**src/design/vfad_pkg.sv**
```systemverilog
`timescale 1ns / 1ps
`default_nettype none

package vfad_pkg;

  localparam int VEL_WIDTH_DEF = 40;
  localparam int ACCEL_W       = 16;
  localparam int TS_W          = 32;
  localparam int OUT_W         = 40;
  localparam int MUL_B_W       = 16;

  localparam int DEADBAND_W = 16;
  localparam int FRICTION_W = 16;
  localparam int STOP_W     = 24;
  localparam int CFG_IDX_W  = 2;
  localparam int CFG_DATA_W = 24;

  localparam logic [DEADBAND_W-1:0] DEADBAND_RST = 16'd25;
  localparam logic [FRICTION_W-1:0] FRICTION_RST = 16'd55706;
  localparam logic [STOP_W-1:0]     STOP_RST     = 24'd5000;

  typedef enum logic [CFG_IDX_W-1:0] {
    REG_DEADBAND = 2'd0,
    REG_FRICTION = 2'd1,
    REG_STOP     = 2'd2
  } vfad_reg_t;

  typedef enum logic [3:0] {
    ST_IDLE,
    ST_MUL_X,
    ST_WR_X,
    ST_MUL_Y,
    ST_WR_Y,
    ST_SQ,
    ST_SQ_DRAIN,
    ST_RT_INIT,
    ST_RT,
    ST_DONE
  } vfad_state_t;

  typedef struct packed {
    logic first;
    logic start;
    logic mul_x;
    logic mul_y;
    logic wr_x;
    logic wr_y;
    logic sq_step;
    logic rt_init;
    logic rt_step;
    logic load_out;
  } vfad_cmd_t;

  typedef struct packed {
    logic sq_done;
    logic rt_last;
  } vfad_stat_t;

endpackage

`default_nettype wire

```
**src/design/velocity_from_accel_deadband.sv**
```systemverilog
// Two-axis velocity integrator with deadband decay and stop threshold.
// Input channel (in_valid/in_ready) takes one word: accel_x, accel_y and
// timestamp_ms. The first word after reset only records its timestamp and
// gives no result; every later word gives exactly one result word on the
// output channel (out_valid/out_ready): speed, velocity_x, velocity_y.
// Configuration channel (cfg_valid/cfg_ready, cfg_index, cfg_data) is always
// ready; index 0 deadband, 1 friction, 2 stop threshold, others ignored.
// Write it only while the block is idle.
// One word at a time: a new word is accepted only when the block is idle
// again after the last one. The time a word takes is set by the square
// root unit, one result bit a cycle, and by the 16-bit wide shared
// multiplier that forms the sum of squares one digit a cycle.
// Reset restores the register defaults, clears both velocities and forgets
// the stored timestamp. The result sits in an output register; while the
// receiver stalls, the next word is still accepted and worked on, and the
// block waits only when that next result is ready and the register is full.
`timescale 1ns / 1ps
`default_nettype none

module velocity_from_accel_deadband #(
  parameter int VEL_WIDTH = vfad_pkg::VEL_WIDTH_DEF
) (
  input  logic                                   clk,
  input  logic                                   rst,
  input  logic                                   in_valid,
  output logic                                   in_ready,
  input  logic signed [vfad_pkg::ACCEL_W-1:0]    accel_x,
  input  logic signed [vfad_pkg::ACCEL_W-1:0]    accel_y,
  input  logic        [vfad_pkg::TS_W-1:0]       timestamp_ms,
  output logic                                   out_valid,
  input  logic                                   out_ready,
  output logic        [vfad_pkg::OUT_W-1:0]      speed,
  output logic signed [vfad_pkg::OUT_W-1:0]      velocity_x,
  output logic signed [vfad_pkg::OUT_W-1:0]      velocity_y,
  input  logic                                   cfg_valid,
  output logic                                   cfg_ready,
  input  logic        [vfad_pkg::CFG_IDX_W-1:0]  cfg_index,
  input  logic        [vfad_pkg::CFG_DATA_W-1:0] cfg_data
);
  import vfad_pkg::*;

  vfad_cmd_t  cmd;
  vfad_stat_t stat;

  assign cfg_ready = 1'b1;

  vfad_ctrl u_ctrl (
    .clk       (clk),
    .rst       (rst),
    .in_valid  (in_valid),
    .in_ready  (in_ready),
    .out_valid (out_valid),
    .out_ready (out_ready),
    .stat      (stat),
    .cmd       (cmd)
  );

  vfad_dp #(
    .VEL_WIDTH (VEL_WIDTH)
  ) u_dp (
    .clk          (clk),
    .rst          (rst),
    .cfg_valid    (cfg_valid),
    .cfg_index    (cfg_index),
    .cfg_data     (cfg_data),
    .accel_x      (accel_x),
    .accel_y      (accel_y),
    .timestamp_ms (timestamp_ms),
    .cmd          (cmd),
    .stat         (stat),
    .speed        (speed),
    .velocity_x   (velocity_x),
    .velocity_y   (velocity_y)
  );

endmodule

`default_nettype wire

```
**src/design/vfad_ctrl.sv**
```systemverilog
`timescale 1ns / 1ps
`default_nettype none

module vfad_ctrl (
  input  logic                 clk,
  input  logic                 rst,
  input  logic                 in_valid,
  output logic                 in_ready,
  output logic                 out_valid,
  input  logic                 out_ready,
  input  vfad_pkg::vfad_stat_t stat,
  output vfad_pkg::vfad_cmd_t  cmd
);
  import vfad_pkg::*;

  vfad_state_t state;
  vfad_state_t state_next;
  logic        have_sample;

  always_ff @(posedge clk) begin
    if (rst) begin
      state       <= ST_IDLE;
      have_sample <= 1'b0;
      out_valid   <= 1'b0;
    end else begin
      state <= state_next;
      if (cmd.first) begin
        have_sample <= 1'b1;
      end
      if (cmd.load_out) begin
        out_valid <= 1'b1;
      end else if (out_ready) begin
        out_valid <= 1'b0;
      end
    end
  end

  always_comb begin
    state_next = state;
    cmd        = '0;
    in_ready   = 1'b0;
    case (state)
      ST_IDLE: begin
        in_ready = 1'b1;
        if (in_valid) begin
          if (!have_sample) begin
            cmd.first = 1'b1;
          end else begin
            cmd.start  = 1'b1;
            state_next = ST_MUL_X;
          end
        end
      end
      ST_MUL_X: begin
        cmd.mul_x  = 1'b1;
        state_next = ST_WR_X;
      end
      ST_WR_X: begin
        cmd.wr_x   = 1'b1;
        state_next = ST_MUL_Y;
      end
      ST_MUL_Y: begin
        cmd.mul_y  = 1'b1;
        state_next = ST_WR_Y;
      end
      ST_WR_Y: begin
        cmd.wr_y   = 1'b1;
        state_next = ST_SQ;
      end
      ST_SQ: begin
        cmd.sq_step = 1'b1;
        if (stat.sq_done) begin
          state_next = ST_SQ_DRAIN;
        end
      end
      ST_SQ_DRAIN: begin
        state_next = ST_RT_INIT;
      end
      ST_RT_INIT: begin
        cmd.rt_init = 1'b1;
        state_next  = ST_RT;
      end
      ST_RT: begin
        cmd.rt_step = 1'b1;
        if (stat.rt_last) begin
          state_next = ST_DONE;
        end
      end
      ST_DONE: begin
        if (!out_valid || out_ready) begin
          cmd.load_out = 1'b1;
          state_next   = ST_IDLE;
        end
      end
      default: begin
        state_next = ST_IDLE;
      end
    endcase
  end

endmodule

`default_nettype wire

```
**src/design/vfad_dp.sv**
```systemverilog
`timescale 1ns / 1ps
`default_nettype none

module vfad_dp #(
  parameter int VEL_WIDTH = vfad_pkg::VEL_WIDTH_DEF
) (
  input  logic                                   clk,
  input  logic                                   rst,
  input  logic                                   cfg_valid,
  input  logic        [vfad_pkg::CFG_IDX_W-1:0]  cfg_index,
  input  logic        [vfad_pkg::CFG_DATA_W-1:0] cfg_data,
  input  logic signed [vfad_pkg::ACCEL_W-1:0]    accel_x,
  input  logic signed [vfad_pkg::ACCEL_W-1:0]    accel_y,
  input  logic        [vfad_pkg::TS_W-1:0]       timestamp_ms,
  input  vfad_pkg::vfad_cmd_t                    cmd,
  output vfad_pkg::vfad_stat_t                   stat,
  output logic        [vfad_pkg::OUT_W-1:0]      speed,
  output logic signed [vfad_pkg::OUT_W-1:0]      velocity_x,
  output logic signed [vfad_pkg::OUT_W-1:0]      velocity_y
);
  import vfad_pkg::*;

  localparam int VW    = VEL_WIDTH;
  localparam int PW    = VW + MUL_B_W;
  localparam int SUMW  = VW + 2;
  localparam int NCH   = (VW + MUL_B_W - 1) / MUL_B_W;
  localparam int CIW   = $clog2(NCH);
  localparam int SW    = 2 * VW;
  localparam int RW    = VW + 3;
  localparam int CNT_W = $clog2(VW);
  localparam int XW    = VW + OUT_W;

  // configuration
  logic [DEADBAND_W-1:0] deadband;
  logic [FRICTION_W-1:0] friction;
  logic [STOP_W-1:0]     stop_thr;

  // sample registers
  logic [TS_W-1:0]          last_time;
  logic signed [ACCEL_W-1:0] ax;
  logic signed [ACCEL_W-1:0] ay;
  logic [MUL_B_W-1:0]       dt;
  logic [TS_W-1:0]          dt_raw;
  logic [MUL_B_W-1:0]       dt_clamped;

  // velocity state
  logic [VW-1:0] vel_x;
  logic [VW-1:0] vel_y;
  logic [VW-1:0] mag_x;
  logic [VW-1:0] mag_y;
  logic [ACCEL_W-1:0] am_x;
  logic [ACCEL_W-1:0] am_y;
  logic dead_x;
  logic dead_y;
  logic [VW-1:0] vel_upd;

  // shared multiplier
  logic [VW-1:0]      mul_a;
  logic [MUL_B_W-1:0] mul_b;
  logic [PW-1:0]      prod;
  logic [VW-1:0]      sq_src;
  logic [MUL_B_W-1:0] sq_chunk;

  // sum of squares
  logic [CIW-1:0] sq_idx;
  logic           sq_axis;
  logic [CIW-1:0] prod_sh;
  logic           acc_pend;
  logic [SW-1:0]  acc;

  // square root
  logic [SW-1:0]    rt_s;
  logic [RW-1:0]    rem;
  logic [VW-1:0]    root;
  logic [CNT_W-1:0] cnt;
  logic [RW-1:0]    rem2;
  logic [RW-1:0]    trial;
  logic             ge;

  // result
  logic          below;
  logic [XW-1:0] spd_wide;
  logic [XW-1:0] vx_wide;
  logic [XW-1:0] vy_wide;
  logic [OUT_W-1:0] spd_sat;

  function automatic logic [VW-1:0] axis_next(
    input logic [VW-1:0] v,
    input logic          a_neg,
    input logic          dead,
    input logic [PW-1:0] p
  );
    logic [VW-1:0]   scaled;
    logic [SUMW-1:0] term;
    logic [SUMW-1:0] sum;
    logic [VW-1:0]   res;
    scaled = p[VW+MUL_B_W-1:MUL_B_W];
    term   = p[SUMW-1:0];
    if (a_neg) begin
      term = -term;
    end
    sum = {{2{v[VW-1]}}, v} + term;
    if (dead) begin
      res = v[VW-1] ? -scaled : scaled;
    end else if (sum[SUMW-1:VW-1] == '0 || sum[SUMW-1:VW-1] == '1) begin
      res = sum[VW-1:0];
    end else if (sum[SUMW-1]) begin
      res = {1'b1, {(VW-1){1'b0}}};
    end else begin
      res = {1'b0, {(VW-1){1'b1}}};
    end
    return res;
  endfunction

  always_ff @(posedge clk) begin
    if (rst) begin
      deadband <= DEADBAND_RST;
      friction <= FRICTION_RST;
      stop_thr <= STOP_RST;
    end else if (cfg_valid) begin
      case (cfg_index)
        REG_DEADBAND: deadband <= cfg_data[DEADBAND_W-1:0];
        REG_FRICTION: friction <= cfg_data[FRICTION_W-1:0];
        REG_STOP:     stop_thr <= cfg_data[STOP_W-1:0];
        default: ;
      endcase
    end
  end

  assign dt_raw     = timestamp_ms - last_time;
  assign dt_clamped = (|dt_raw[TS_W-1:MUL_B_W]) ? '1 : dt_raw[MUL_B_W-1:0];

  always_ff @(posedge clk) begin
    if (cmd.first || cmd.start) begin
      last_time <= timestamp_ms;
    end
    if (cmd.start) begin
      ax <= accel_x;
      ay <= accel_y;
      dt <= dt_clamped;
    end
  end

  assign mag_x  = vel_x[VW-1] ? -vel_x : vel_x;
  assign mag_y  = vel_y[VW-1] ? -vel_y : vel_y;
  assign am_x   = ax[ACCEL_W-1] ? ACCEL_W'(-ax) : ACCEL_W'(ax);
  assign am_y   = ay[ACCEL_W-1] ? ACCEL_W'(-ay) : ACCEL_W'(ay);
  assign dead_x = am_x < deadband;
  assign dead_y = am_y < deadband;

  assign sq_src   = sq_axis ? mag_y : mag_x;
  assign sq_chunk = MUL_B_W'(sq_src >> (MUL_B_W * sq_idx));

  always_comb begin
    if (cmd.mul_x) begin
      mul_a = dead_x ? mag_x : VW'(am_x);
      mul_b = dead_x ? friction : dt;
    end else if (cmd.mul_y) begin
      mul_a = dead_y ? mag_y : VW'(am_y);
      mul_b = dead_y ? friction : dt;
    end else begin
      mul_a = sq_src;
      mul_b = sq_chunk;
    end
  end

  always_ff @(posedge clk) begin
    if (cmd.mul_x || cmd.mul_y || cmd.sq_step) begin
      prod <= PW'(mul_a) * PW'(mul_b);
    end
    if (cmd.sq_step) begin
      prod_sh <= sq_idx;
    end
  end

  assign vel_upd = cmd.wr_y ? axis_next(vel_y, ay[ACCEL_W-1], dead_y, prod)
                            : axis_next(vel_x, ax[ACCEL_W-1], dead_x, prod);

  assign spd_wide = XW'(root);
  assign spd_sat  = (|spd_wide[XW-1:OUT_W]) ? '1 : spd_wide[OUT_W-1:0];
  assign vx_wide  = {{OUT_W{vel_x[VW-1]}}, vel_x};
  assign vy_wide  = {{OUT_W{vel_y[VW-1]}}, vel_y};
  assign below    = root < VW'(stop_thr);

  always_ff @(posedge clk) begin
    if (rst) begin
      vel_x <= '0;
      vel_y <= '0;
    end else if (cmd.wr_x) begin
      vel_x <= vel_upd;
    end else if (cmd.wr_y) begin
      vel_y <= vel_upd;
    end else if (cmd.load_out && below) begin
      vel_x <= '0;
      vel_y <= '0;
    end
  end

  // sum of squares, one 16-bit digit of the multiplier a step
  always_ff @(posedge clk) begin
    if (rst) begin
      acc_pend <= 1'b0;
    end else begin
      acc_pend <= cmd.sq_step;
    end
    if (cmd.start) begin
      sq_idx  <= '0;
      sq_axis <= 1'b0;
      acc     <= '0;
    end else begin
      if (cmd.sq_step) begin
        if (sq_idx == CIW'(NCH - 1)) begin
          sq_idx  <= '0;
          sq_axis <= 1'b1;
        end else begin
          sq_idx <= sq_idx + 1'b1;
        end
      end
      if (acc_pend) begin
        acc <= acc + (SW'(prod) << (MUL_B_W * prod_sh));
      end
    end
  end

  assign stat.sq_done = sq_axis && (sq_idx == CIW'(NCH - 1));

  // digit-by-digit square root, two radicand bits a step
  assign rem2  = {rem[RW-3:0], rt_s[SW-1 -: 2]};
  assign trial = RW'({root, 2'b01});
  assign ge    = rem2 >= trial;

  always_ff @(posedge clk) begin
    if (cmd.rt_init) begin
      rt_s <= acc;
      rem  <= '0;
      root <= '0;
      cnt  <= '0;
    end else if (cmd.rt_step) begin
      rt_s <= rt_s << 2;
      rem  <= ge ? rem2 - trial : rem2;
      root <= {root[VW-2:0], ge};
      cnt  <= cnt + 1'b1;
    end
  end

  assign stat.rt_last = cnt == CNT_W'(VW - 1);

  always_ff @(posedge clk) begin
    if (cmd.load_out) begin
      if (below) begin
        speed      <= '0;
        velocity_x <= '0;
        velocity_y <= '0;
      end else begin
        speed      <= spd_sat;
        velocity_x <= vx_wide[OUT_W-1:0];
        velocity_y <= vy_wide[OUT_W-1:0];
      end
    end
  end

endmodule

`default_nettype wire

```
**config.mk**
```make
export PLATFORM = sky130hd
export DESIGN_NAME = velocity_from_accel_deadband
export DESIGN_NICKNAME = d
export VERILOG_FILES = /design/src/design/vfad_pkg.sv /design/src/design/velocity_from_accel_deadband.sv /design/src/design/vfad_ctrl.sv /design/src/design/vfad_dp.sv
export SDC_FILE = /design/constraint.sdc
export NUM_CORES = 2
export LEC_CHECK = 0
export ABC_CLOCK_PERIOD_IN_PS = 11700
export BUFFER_PORTS_ARGS = -buffer_cell sky130_fd_sc_hd__buf_2
export CAP_MARGIN = 0
export CORE_MARGIN = 5
export CORE_UTILIZATION = 45
export DETAILED_ROUTE_END_ITERATION = 8
export PLACE_DENSITY = 0.69
export SKIP_LAST_GASP = 1
export SLEW_MARGIN = 10
export SYNTH_ARGS = -nofsm -noshare
export SYNTH_HDL_FRONTEND = slang
export SYNTH_HIERARCHICAL = 1
export SYNTH_SLANG_ARGS = --single-unit
```
**constraint.sdc**
```tcl
create_clock -name clk -period 11.7 [get_ports clk]
set_input_delay 1.17 -clock clk [delete_from_list [all_inputs] [get_ports clk]]
set_output_delay 1.17 -clock clk [all_outputs]
set_load 0.02 [all_outputs]
```
==> flow_metrics.env <==
export IMPL_status="finished clean"
export IMPL_cts_sinks=651
export IMPL_critPathTopFamily="adder cells"
export IMPL_cp_data_arrival_time_ns=11.77
export IMPL_antenna_left=0
export IMPL_die_h_um=396
export IMPL_nNetsFinal=8878
export IMPL_synth_warnings=6
export IMPL_ys_ff_latch=651
export IMPL_die_area_um2=157000
export IMPL_htreeDepth=3
export IMPL_hold_viol_final=0
export IMPL_worstSkewPairLatency_ns=0.71
export IMPL_core_area_um2=148000
export IMPL_rows=141
export IMPL_drtIter0Drc=6559
export IMPL_maxSlewHeadroom_pct=10.1
export IMPL_yosysMostFrequentCell="nand2_1"
export IMPL_path_common_cell="fa_1"
export IMPL_clock_skew_ns=0.0679
export IMPL_boundaryPins=218
export IMPL_min_period_over_period_pct=97.0
export IMPL_worst_hold_slack_ns=0.455
export IMPL_min_path_type="flip-flop to flip-flop"
export IMPL_finalMaxSlewViolations=0
export IMPL_critical_path_max_stage_delay_ns=0.65
export IMPL_setup_violations=0
export IMPL_first_global_vias=58400
export IMPL_dr_pass1_iters=7
export IMPL_start_kind="flip-flop"
export IMPL_area_delta_synth_final_pct=9.64
export IMPL_synthFlopType="edfxtp_1"
export IMPL_synth_common_cells="nand2_1 (1102), inv_1 (803), fa_1 (534)"
export IMPL_antenna_found_initial=11
export IMPL_cts_tree="yes"
export IMPL_synth_area_top_cells="fa_1 (16%), edfxtp_1 (15%), dfxtp_1 (9.3%), ha_1 (7.9%), nand2_1 (6.2%)"
export IMPL_n_fill_cell=13900
export IMPL_gp_congestion=1.02
export IMPL_worst_slew_pin_slew_ns=1.35
export IMPL_crit_required_ns=12.12
export IMPL_final_util_pct=49.7
export IMPL_critPathKind="flip-flop to flip-flop"
export IMPL_routed_wl_mm=245
export IMPL_clock_fmax_mhz=88.1
export IMPL_grt_util_all_layers_pct=30.4
export IMPL_cts_buffers=77
export IMPL_p_leak_nw=30.7
export IMPL_syn_avg_cell_area_um2=8.62
export IMPL_synth_top_area_share_pct=15.9
export IMPL_die_w_um=396
export IMPL_overflow=0
export IMPL_route_detailed_drc=0
export IMPL_clockRootBuffer="clkbuf_16"
export IMPL_min_period_ns=11.35
export IMPL_start_util_pct=45.3
export IMPL_io_buffers=216
export IMPL_cp_max_fo=20
export IMPL_routed_via_density=6.09
export IMPL_cp_buffers_inverters=10
export IMPL_synth_cell_types=105
export IMPL_hpwl_mm=190
export IMPL_netlist_area_um2=67100
export IMPL_clk_pin_slew_ns=0.06
export IMPL_synth_nets=8833
export IMPL_drv_cap=0
export IMPL_yosys_area_top_type="fa_1"
export IMPL_p_per_area_nw_per_um2=191
export IMPL_seq_area_frac_synth_pct=24.5
export IMPL_synth_edf_count=338
export IMPL_async_reset_ff_share_pct=0
export IMPL_grt_first_pass_wirelength_mm=368
export IMPL_power_w=0.0141
export IMPL_cp_slowest_cell="or4_1"
export IMPL_drive_gt1_share_pct=9.90
export IMPL_vias=59800
export IMPL_wl_per_cell_um=25.0
export IMPL_clk_path_buf_depth=3
export IMPL_syn_inst=7782
export IMPL_end_kind="flip-flop"
export IMPL_grt_max_degree=91
export IMPL_irDropWorstVdd_v=0.000153
routing by layer:
layer	vias to the layer above	share of wire [%]	global-route usage, %
met2	3161	43	46.5
met3	638	11	6.98
met1	29300	42	41.7
li1	26700	-	-
met5	-	0.026	0
met4	10	4.9	12.6
layout by cell type, fill, tap and decap left out, types with 66 or more instances in the layout:
master	n
nand2_1	1099
inv_1	802
fa_1	534
nor2_1	489
a21oi_1	477
ha_1	422
edfxtp_1	338
xnor2_1	316
dfxtp_1	308
o21ai_0	304
buf_2	216
xor2_1	187
buf_4	182
and2_1	166
mux2i_1	151
a21o_1	150
nor2b_1	132
mux2_2	110
a211oi_1	84
clkbuf_16	79
nor3_1	77
nand4_1	74
nand3_1	74
nand2b_1	70
or3_1	66
worst register-to-register path, delay by kind of cell (launching register included):
family	cells	cell delay, ns
AOI/OAI and AO/OA	17	3.75
DFF	1	0.47
adders and majority gates	8	3.76
and+or+nand+nor	5	1.35
xor gates and xnor gates	2	0.27
buffers and inverters	10	1.46
stage by stage:
step	setup WS (ns)	area [um2]	std cells	setup TNS, ns
floorplan	0.874	67100	7782	0
global placement	0.224	70600	9669	0
detailed placement	0.188	70600	9669	0
CTS	0.149	73300	9812	0
global route	-0.0262	73600	9821	-0.0262
finish	0.349	73600	9826	0
final cells by class:
class	count	area [um2]	share of cell area [%]
antenna	5	12.5	0.0170
clock buffer	95	2080	2.82
clock inverter	48	669	0.910
inverter	805	3030	4.11
multi-input combinational	5879	46200	62.8
sequential	651	16400	22.3
tap	1930	2410	3.28
timing repair buffer	413	2710	3.69
cells by family after synthesis:
| family | share of synthesized area (%) |
|---|---|
| AOI/OAI and AO/OA | 16.8 |
| xor gates and xnor gates | 6.58 |
| adders and majority gates | 23.8 |
| buffers and inverters | 7.12 |
| DFF | 24.5 |
| muxes | 4.27 |
| other | 0.00559 |
| and+or+nand+nor | 17.0 |
report_power, final:
group	switching, W	total, W	internal, W	leakage, nW
Combinational	0.00540	0.00819	0.00280	23.9
Sequential	0.000560	0.00327	0.00271	5.44
Clock	0.00109	0.00260	0.00151	1.31
Total	0.00705	0.0141	0.00702	30.7
final timing paths:
| check | start | endpoint | slack [ns] | cells after the start |
|---|---|---|---|---|
| max | u_dp/ax[3] | u_dp/prod[52] | 0.35 | 42 |
| min | u_dp/stop_thr[15] | u_dp/stop_thr[15] | 0.46 | 2 |
| max reg2reg | u_dp/ax[3] | u_dp/prod[52] | 0.35 | 42 |
| min reg2reg | u_dp/stop_thr[15] | u_dp/stop_thr[15] | 0.46 | 2 |
timing repair:
action | in CTS | in global routing
hold buffers | 0 | 0
setup endpoints to repair | 0 | 14
buffers inserted | 0 | 8
gates resized for setup | 0 | 29
flip-flops by register name, summed over array words and instances, names as in the netlist, 2 cells and up:
register	cells
u_dp/acc	80
u_dp/rt_s	80
u_dp/prod	56
u_dp/rem	41
u_dp/root	40
u_dp/speed	40
u_dp/vel_x	40
u_dp/vel_y	40
u_dp/velocity_x	40
u_dp/velocity_y	40
u_dp/last_time	32
u_dp/stop_thr	24
u_dp/ax	16
u_dp/ay	16
u_dp/deadband	16
u_dp/dt	16
u_dp/friction	16
u_dp/cnt	6
u_ctrl/state	4
u_dp/prod_sh	2
u_dp/sq_idx	2
Note: power is estimated with default switching activity, not from simulation.
